--- src/rtl/sab_pkg.sv ---
`timescale 1ns / 1ps
// ----------------------------------------------------------------------------
// sab_pkg
// Shared types, constants and helpers of the sprite alpha blender.
// ----------------------------------------------------------------------------
package sab_pkg;

  // sprite edge in pixels; offsets at or above it are not sprite pixels
  localparam int unsigned SPRITE_SIZE = 64;

  localparam int unsigned COORD_W = 12;
  localparam int unsigned SUM_W   = COORD_W + 1;
  localparam int unsigned OFS_W   = 6;
  localparam int unsigned ADDR_W  = 22;
  localparam int unsigned MIX_W   = 14;  // a*s + (255-a)*d + 127 stays below 2^14
  localparam int unsigned PROD_W  = 2 * COORD_W;
  localparam int unsigned CFG_IDX_W = 2;

  localparam logic [COORD_W-1:0] WIDTH_RESET  = 12'd1024;
  localparam logic [COORD_W-1:0] HEIGHT_RESET = 12'd768;

  typedef enum logic [CFG_IDX_W-1:0] {
    REG_SCREEN_WIDTH  = 2'd0,
    REG_SCREEN_HEIGHT = 2'd1
  } cfg_reg_t;

  // stage 1 -> stage 2
  typedef struct packed {
    logic signed [SUM_W-1:0] col;
    logic signed [SUM_W-1:0] row;
    logic                    in_sprite;
    logic [MIX_W-1:0]        mix_r;
    logic [MIX_W-1:0]        mix_g;
    logic [MIX_W-1:0]        mix_b;
  } s1_t;

  // stage 2 -> output stage
  typedef struct packed {
    logic               on;
    logic [COORD_W-1:0] col;
    logic [PROD_W-1:0]  row_base;
    logic [4:0]         r;
    logic [5:0]         g;
    logic [4:0]         b;
  } s2_t;

  // exact x / 255 for the weighted sums; x + x/256 + 1 stays below 2^14
  function automatic logic [5:0] div255(input logic [MIX_W-1:0] x);
    logic [MIX_W-1:0] t;
    begin
      t = x + {{(MIX_W-6){1'b0}}, x[MIX_W-1:8]} + {{(MIX_W-1){1'b0}}, 1'b1};
      div255 = t[MIX_W-1:8];
    end
  endfunction

endpackage

--- src/rtl/sab_pix_if.sv ---
`timescale 1ns / 1ps
// ----------------------------------------------------------------------------
// sab_pix_if
// Pixel item channel: sprite color, destination pixel and position.
// ----------------------------------------------------------------------------
interface sab_pix_if;
  logic        valid;
  logic        ready;
  logic [7:0]  sprite_blue;
  logic [7:0]  sprite_green;
  logic [7:0]  sprite_red;
  logic [7:0]  sprite_alpha;
  logic [15:0] dest_color;
  logic signed [11:0] origin_x;
  logic signed [11:0] origin_y;
  logic [5:0]  offset_x;
  logic [5:0]  offset_y;

  modport source (
    output valid, sprite_blue, sprite_green, sprite_red, sprite_alpha,
    output dest_color, origin_x, origin_y, offset_x, offset_y,
    input  ready
  );
  modport sink (
    input  valid, sprite_blue, sprite_green, sprite_red, sprite_alpha,
    input  dest_color, origin_x, origin_y, offset_x, offset_y,
    output ready
  );
endinterface

--- src/rtl/sab_res_if.sv ---
`timescale 1ns / 1ps
// ----------------------------------------------------------------------------
// sab_res_if
// Result item channel: write enable, framebuffer address and color.
// ----------------------------------------------------------------------------
interface sab_res_if;
  logic        valid;
  logic        ready;
  logic        write_enable;
  logic [21:0] pixel_address;
  logic [15:0] blended_color;

  modport source (
    output valid, write_enable, pixel_address, blended_color,
    input  ready
  );
  modport sink (
    input  valid, write_enable, pixel_address, blended_color,
    output ready
  );
endinterface

--- src/rtl/sab_cfg_if.sv ---
`timescale 1ns / 1ps
// ----------------------------------------------------------------------------
// sab_cfg_if
// Register write channel: register index and write data.
// ----------------------------------------------------------------------------
interface sab_cfg_if;
  logic        valid;
  logic        ready;
  logic [1:0]  index;
  logic [11:0] data;

  modport source (output valid, index, data, input ready);
  modport sink   (input valid, index, data, output ready);
endinterface

--- src/rtl/sab_front.sv ---
`timescale 1ns / 1ps
// ----------------------------------------------------------------------------
// sab_front
// Stage 1: screen position sums, sprite bounds and per-channel weighted sums.
// ----------------------------------------------------------------------------
module sab_front
  import sab_pkg::*;
(
  input  logic              clk,
  input  logic              load,
  input  logic [7:0]        sprite_blue,
  input  logic [7:0]        sprite_green,
  input  logic [7:0]        sprite_red,
  input  logic [7:0]        sprite_alpha,
  input  logic [15:0]       dest_color,
  input  logic [COORD_W-1:0] origin_x,
  input  logic [COORD_W-1:0] origin_y,
  input  logic [OFS_W-1:0]  offset_x,
  input  logic [OFS_W-1:0]  offset_y,
  output s1_t               s1
);

  s1_t        s1_next;
  logic [7:0] inv_a;

  // a*s + (255-a)*d + 127, all terms zero-extended to the sum width
  function automatic logic [MIX_W-1:0] wsum(input logic [7:0] a, input logic [7:0] na,
                                            input logic [5:0] s, input logic [5:0] d);
    begin
      wsum = ({{(MIX_W-8){1'b0}}, a} * {{(MIX_W-6){1'b0}}, s})
           + ({{(MIX_W-8){1'b0}}, na} * {{(MIX_W-6){1'b0}}, d})
           + MIX_W'(127);
    end
  endfunction

  always_comb begin
    inv_a           = 8'd255 - sprite_alpha;
    s1_next.col     = {origin_x[COORD_W-1], origin_x} + {{(SUM_W-OFS_W){1'b0}}, offset_x};
    s1_next.row     = {origin_y[COORD_W-1], origin_y} + {{(SUM_W-OFS_W){1'b0}}, offset_y};
    s1_next.in_sprite = ({3'b0, offset_x} < 9'(SPRITE_SIZE))
                     && ({3'b0, offset_y} < 9'(SPRITE_SIZE));
    s1_next.mix_r   = wsum(sprite_alpha, inv_a, {1'b0, sprite_red[7:3]},
                           {1'b0, dest_color[15:11]});
    s1_next.mix_g   = wsum(sprite_alpha, inv_a, sprite_green[7:2], dest_color[10:5]);
    s1_next.mix_b   = wsum(sprite_alpha, inv_a, {1'b0, sprite_blue[7:3]},
                           {1'b0, dest_color[4:0]});
  end

  always_ff @(posedge clk) begin
    if (load) begin
      s1 <= s1_next;
    end
  end

endmodule

--- src/rtl/sab_clip.sv ---
`timescale 1ns / 1ps
// ----------------------------------------------------------------------------
// sab_clip
// Stage 2: screen clipping, row base multiply and divide by 255.
// ----------------------------------------------------------------------------
module sab_clip
  import sab_pkg::*;
(
  input  logic               clk,
  input  logic               load,
  input  logic [COORD_W-1:0] screen_width,
  input  logic [COORD_W-1:0] screen_height,
  input  s1_t                s1,
  output s2_t                s2
);

  s2_t        s2_next;
  logic [5:0] q_r;
  logic [5:0] q_b;

  always_comb begin
    q_r = div255(s1.mix_r);
    q_b = div255(s1.mix_b);
    s2_next.on = s1.in_sprite
              && !s1.col[SUM_W-1] && (s1.col[COORD_W-1:0] < screen_width)
              && !s1.row[SUM_W-1] && (s1.row[COORD_W-1:0] < screen_height);
    s2_next.col      = s1.col[COORD_W-1:0];
    s2_next.row_base = {{COORD_W{1'b0}}, s1.row[COORD_W-1:0]}
                     * {{COORD_W{1'b0}}, screen_width};
    s2_next.r = q_r[4:0];
    s2_next.g = div255(s1.mix_g);
    s2_next.b = q_b[4:0];
  end

  always_ff @(posedge clk) begin
    if (load) begin
      s2 <= s2_next;
    end
  end

endmodule

--- src/rtl/sprite_alpha_blend_rgb565.sv ---
`timescale 1ns / 1ps
// ----------------------------------------------------------------------------
// sprite_alpha_blend_rgb565
// Blends a BGRA8888 sprite pixel over an RGB565 framebuffer pixel.
// ----------------------------------------------------------------------------
// usage:
//   pix  - one item per sprite pixel: sprite color and alpha, the current
//          framebuffer pixel, the sprite origin and the offset inside it
//   res  - one item per pixel item: write_enable, pixel_address and the
//          blended color; clipped pixels come out with all three at zero
//   cfg  - register writes: index 0 screen width, index 1 screen height;
//          always ready, write only while no item is in flight
// timing:
//   three register stages (weighted sums, clip and divide by 255, output
//   register); an item taken moves through the weighted-sum and clip
//   registers into the output register, where it is offered as a result
//   one item per cycle sustained while res.ready is high; each stage refills
//   as soon as the one after it moves, so bubbles are squeezed out on a stall
// reset:
//   rst empties the pipe and loads width 1024 and height 768
// stall:
//   res.ready low holds the output register; earlier stages keep taking
//   items until they fill, then pix.ready drops
// ----------------------------------------------------------------------------
module sprite_alpha_blend_rgb565
  import sab_pkg::*;
(
  input  logic      clk,
  input  logic      rst,
  sab_pix_if.sink   pix,
  sab_res_if.source res,
  sab_cfg_if.sink   cfg
);

  // screen geometry registers
  logic [COORD_W-1:0] screen_width;
  logic [COORD_W-1:0] screen_height;

  // stage valid bits and per-stage load enables
  logic v1, v2, v3;
  logic en1, en2, en3;

  s1_t s1;
  s2_t s2;

  // output register payload
  logic              write_enable;
  logic [ADDR_W-1:0] pixel_address;
  logic [15:0]       blended_color;
  logic [ADDR_W-1:0] addr_next;

  // a stage loads when it is empty or its contents move on this cycle
  assign en3 = !v3 || res.ready;
  assign en2 = !v2 || en3;
  assign en1 = !v1 || en2;

  assign pix.ready = en1;
  assign cfg.ready = 1'b1;

  always_ff @(posedge clk) begin
    if (rst) begin
      screen_width  <= WIDTH_RESET;
      screen_height <= HEIGHT_RESET;
    end else if (cfg.valid) begin
      case (cfg_reg_t'(cfg.index))
        REG_SCREEN_WIDTH:  screen_width  <= cfg.data;
        REG_SCREEN_HEIGHT: screen_height <= cfg.data;
        default: ;
      endcase
    end
  end

  // valid bits travel with the data
  always_ff @(posedge clk) begin
    if (rst) begin
      v1 <= 1'b0;
      v2 <= 1'b0;
      v3 <= 1'b0;
    end else begin
      if (en1) v1 <= pix.valid;
      if (en2) v2 <= v1;
      if (en3) v3 <= v2;
    end
  end

  // stage 1: sums and weighted channel mixes
  sab_front u_front (
    .clk          (clk),
    .load         (en1),
    .sprite_blue  (pix.sprite_blue),
    .sprite_green (pix.sprite_green),
    .sprite_red   (pix.sprite_red),
    .sprite_alpha (pix.sprite_alpha),
    .dest_color   (pix.dest_color),
    .origin_x     (pix.origin_x),
    .origin_y     (pix.origin_y),
    .offset_x     (pix.offset_x),
    .offset_y     (pix.offset_y),
    .s1           (s1)
  );

  // stage 2: clipping, row base and the divides
  sab_clip u_clip (
    .clk           (clk),
    .load          (en2),
    .screen_width  (screen_width),
    .screen_height (screen_height),
    .s1            (s1),
    .s2            (s2)
  );

  // stage 3: address add (wraps at 22 bits), pack, zero when clipped
  assign addr_next = s2.row_base[ADDR_W-1:0] + {{(ADDR_W-COORD_W){1'b0}}, s2.col};

  always_ff @(posedge clk) begin
    if (en3) begin
      write_enable  <= s2.on;
      pixel_address <= s2.on ? addr_next : '0;
      blended_color <= s2.on ? {s2.r, s2.g, s2.b} : 16'h0000;
    end
  end

  assign res.valid         = v3;
  assign res.write_enable  = write_enable;
  assign res.pixel_address = pixel_address;
  assign res.blended_color = blended_color;

endmodule

--- src/flat_wrapper.sv ---
// flat-port wrapper written by rule: the top's interface ports become plain ports
module sprite_alpha_blend_rgb565_flat import sab_pkg::*;
  (clk, rst, pix_valid, pix_sprite_blue, pix_sprite_green, pix_sprite_red, pix_sprite_alpha, pix_dest_color, pix_origin_x, pix_origin_y, pix_offset_x, pix_offset_y, pix_ready, res_valid, res_write_enable, res_pixel_address, res_blended_color, res_ready, cfg_valid, cfg_index, cfg_data, cfg_ready);
  sab_pix_if pix_i ();
  sab_res_if res_i ();
  sab_cfg_if cfg_i ();
  input  logic clk;
  input  logic rst;
  input wire logic [$bits(pix_i.valid)-1:0] pix_valid;
  input wire logic [$bits(pix_i.sprite_blue)-1:0] pix_sprite_blue;
  input wire logic [$bits(pix_i.sprite_green)-1:0] pix_sprite_green;
  input wire logic [$bits(pix_i.sprite_red)-1:0] pix_sprite_red;
  input wire logic [$bits(pix_i.sprite_alpha)-1:0] pix_sprite_alpha;
  input wire logic [$bits(pix_i.dest_color)-1:0] pix_dest_color;
  input wire logic [$bits(pix_i.origin_x)-1:0] pix_origin_x;
  input wire logic [$bits(pix_i.origin_y)-1:0] pix_origin_y;
  input wire logic [$bits(pix_i.offset_x)-1:0] pix_offset_x;
  input wire logic [$bits(pix_i.offset_y)-1:0] pix_offset_y;
  output wire logic [$bits(pix_i.ready)-1:0] pix_ready;
  output wire logic [$bits(res_i.valid)-1:0] res_valid;
  output wire logic [$bits(res_i.write_enable)-1:0] res_write_enable;
  output wire logic [$bits(res_i.pixel_address)-1:0] res_pixel_address;
  output wire logic [$bits(res_i.blended_color)-1:0] res_blended_color;
  input wire logic [$bits(res_i.ready)-1:0] res_ready;
  input wire logic [$bits(cfg_i.valid)-1:0] cfg_valid;
  input wire logic [$bits(cfg_i.index)-1:0] cfg_index;
  input wire logic [$bits(cfg_i.data)-1:0] cfg_data;
  output wire logic [$bits(cfg_i.ready)-1:0] cfg_ready;
  assign pix_i.valid = pix_valid;
  assign pix_i.sprite_blue = pix_sprite_blue;
  assign pix_i.sprite_green = pix_sprite_green;
  assign pix_i.sprite_red = pix_sprite_red;
  assign pix_i.sprite_alpha = pix_sprite_alpha;
  assign pix_i.dest_color = pix_dest_color;
  assign pix_i.origin_x = pix_origin_x;
  assign pix_i.origin_y = pix_origin_y;
  assign pix_i.offset_x = pix_offset_x;
  assign pix_i.offset_y = pix_offset_y;
  assign pix_ready = pix_i.ready;
  assign res_valid = res_i.valid;
  assign res_write_enable = res_i.write_enable;
  assign res_pixel_address = res_i.pixel_address;
  assign res_blended_color = res_i.blended_color;
  assign res_i.ready = res_ready;
  assign cfg_i.valid = cfg_valid;
  assign cfg_i.index = cfg_index;
  assign cfg_i.data = cfg_data;
  assign cfg_ready = cfg_i.ready;
  sprite_alpha_blend_rgb565 u_core (.clk(clk), .rst(rst), .pix(pix_i), .res(res_i), .cfg(cfg_i));
endmodule
--- config.mk ---
export PLATFORM = sky130hd
export DESIGN_NAME = sprite_alpha_blend_rgb565_flat
export DESIGN_NICKNAME = d
export VERILOG_FILES = /design/src/rtl/sab_pkg.sv /design/src/rtl/sab_pix_if.sv /design/src/rtl/sab_res_if.sv /design/src/rtl/sab_cfg_if.sv /design/src/rtl/sab_front.sv /design/src/rtl/sab_clip.sv /design/src/rtl/sprite_alpha_blend_rgb565.sv /design/src/flat_wrapper.sv
export SDC_FILE = /design/constraint.sdc
export NUM_CORES = 1
export LEC_CHECK = 0
export BUFFER_PORTS_ARGS = -buffer_cell sky130_fd_sc_hd__buf_2
export CAP_MARGIN = 20
export CORE_MARGIN = 10
export CORE_UTILIZATION = 48
export CTS_BUF_LIST = sky130_fd_sc_hd__clkbuf_8 sky130_fd_sc_hd__clkbuf_16
export DETAILED_ROUTE_END_ITERATION = 6
export PLACE_DENSITY = 0.7
export SYNTH_ARGS = -nofsm -noshare
export SYNTH_HDL_FRONTEND = slang
export SYNTH_HIERARCHICAL = 1
export SYNTH_SLANG_ARGS = --single-unit
--- constraint.sdc ---
create_clock -name clk -period 9.84 [get_ports clk]
set_clock_uncertainty 0.15 [all_clocks]
set_input_delay 0.984 -clock clk [delete_from_list [all_inputs] [get_ports clk]]
set_output_delay 0.984 -clock clk [all_outputs]
set_load 0.05 [all_outputs]
==> metrics <==
Num CTS Buffers 17; clock slew at reported path FFs about 0.070 ns; first-pass iteration count of the detailed router 7; vias in the first global route 15,900; Clock Sinks around 190; Hold WC Path Type reg2reg; largest net degree at the start of global routing 56; Worst EP required about 10 ns; Routed wire per std cell 16.2 um; Final Max Tran Viols 0; FILL cells between 4,000 and 5,000; Syn Nets around 2,800; H-tree depth 4; via/cell ratio between 5 and 6; RSZ-0062 raised after global routing false; met3 usage under 10%; Leak about 11 nW; Critical Path Fanout Max 13; Initial DRC Count around 990; Overflow after GRT 0; HP Start u_core/screen_height[7]; post-DP HPWL approximately 37 mm; Worst Path Arrival between 6 and 7 ns; Setup WS post-layout about 3.9 ns; Clk Latency, worst-skew pair approximately 0.44 ns; Setup TNS Final 0 ns; maximum VDD drop a little over 0.0002 V; CP endpoint kind register; DRC violations left 1; fmax 167 MHz; most common cell after layout, fill and taps aside inv_1; post_cts resized 0; pre-CTS WS approximately 3.7 ns; initial antenna violation count 1; pwr dens 223 mW/mm^2; status finished with violations; Bufs on Longest Clock Path 2; Tcrit/Tclk final approximately three fifths; most frequent cells in the layout 424 x inv_1, 295 x fa_1, 234 x nand2_1; class of the most critical setup path reg2reg; IO buf count 135; core area 0.0451 sq mm; die area around 0.054 sq mm; Critical path origin u_core/u_front/s1[46]; startpoint type of the worst setup path register; die height 233 um; cts hold-fix bufs 0; Post-Syn Area around 0.022 sq mm; Routed WL between 40 and 50 mm; Rel. slew slack 50.7%; post-layout minimum cycle time roughly 6 ns; syn avg cell area slightly below 10 sq um; grt met1 use 23.2%; CTS tree done; Final Hold Fails 0; Routed Antenna Nets 0; Crit Reg-Reg Startpoint u_core/u_front/s1[46]; setup violators final 0; # IOs 145; layout cell share with drive strength beyond 1 approximately 8.3%; area grow syn2layout 8.64%; clock root buffer clkbuf_16; MaxCap Viol Count 0; layer with the highest usage met2; met2 global-route usage a little under a third; gpl congestion 0.871; post-layout util around 53%; Initial Util 48.3%; Ys Warns 6; Cell Rows between 70 and 80; vias approximately 15,000; die width 233 um; diodes inserted 0; GRT Total Usage approximately 18%; failing checks design-rule violations; Least-Margin Pin Slew 0.739 ns; Mapped Cells between 2,000 and 2,500; final net count a little under 3,000; post-CTS setup buffers 0; first-pass GRT wire length a little under 80 mm
==> path summary, 6_finish.rpt <==
kind / depth (start not counted) / slack, ns / end
max: 17 / 3.85 / u_core/u_clip/s2[36]
min: 2 / 0.31 / u_core/screen_height[7]
max reg2reg: 17 / 3.85 / u_core/u_clip/s2[36]
min reg2reg: 2 / 0.31 / u_core/screen_height[7]
==> state kept, by name, summed over array words and instances (netlist names) <==
| register | count |
|---|---|
| u_core/screen_height | 12 |
| u_core/screen_width | 12 |
| u_core/u_front/s1 | 68 |
| u_core/res.pixel_address | 22 |
| u_core/res.blended_color | 16 |
| u_core/v1 | 1 |
| u_core/res.valid | 1 |
| u_core/res.write_enable | 1 |
| u_core/u_clip/s2 | 51 |
| u_core/v2 | 1 |
==> per-layer routing <==
metal | part of all wire, % | vias to the layer above
met5 | 0 | -
met4 | 2.5 | 0
met3 | 4.7 | 57
met2 | 49 | 359
met1 | 44 | 7420
li1 | - | 7163
==> area by class of cell <==
cell class / count / area, sq um / area share [%]
clock buffer: 24 / 578 / 2.44
timing repair buffer: 140 / 726 / 3.06
clock inverter: 8 / 65.1 / 0.275
multi-input combinational: 1538 / 14700 / 62.0
inverter: 425 / 1600 / 6.74
tap: 600 / 751 / 3.17
sequential: 185 / 5290 / 22.3
==> power by group <==
| part | switching, mW | leakage [nW] | internal [mW] |
|---|---|---|---|
| Sequential | 0.155 | 1.97 | 1.22 |
| Clock | 0.304 | 0.326 | 0.417 |
| Combinational | 1.77 | 9.12 | 1.42 |
| Total | 2.23 | 11.4 | 3.06 |
==> critical path: stages, from the launching register on <==
cell      delay (ns)
edfxtp_1        0.66
and2_1          0.30
fa_1            0.53
inv_1           0.06
fa_1            0.49
inv_1           0.06
fa_1            0.51
fa_1            0.55
inv_1           0.05
fa_1            0.52
inv_1           0.04
ha_1            0.34
a21oi_1         0.22
nand2_1         0.07
o21ai_1         0.25
a22oi_1         0.22
nor4bb_1        0.18
or4_1           0.51
==> per-stage QoR <==
step | std cells | total power, mW | hold WS, ns | area [sq um]
after floorplan | 2211 | 3.90 | 0.267 | 21800
after global placement | 2887 | 4.47 | 0.288 | 23000
after detailed placement | 2887 | 4.59 | 0.297 | 23000
after CTS | 2919 | 5.35 | 0.311 | 23700
after global routing | 2920 | 5.84 | 0.339 | 23700
final | 2920 | 5.29 | 0.314 | 23700
No activity file was read; power rests on OpenSTA's default activity.
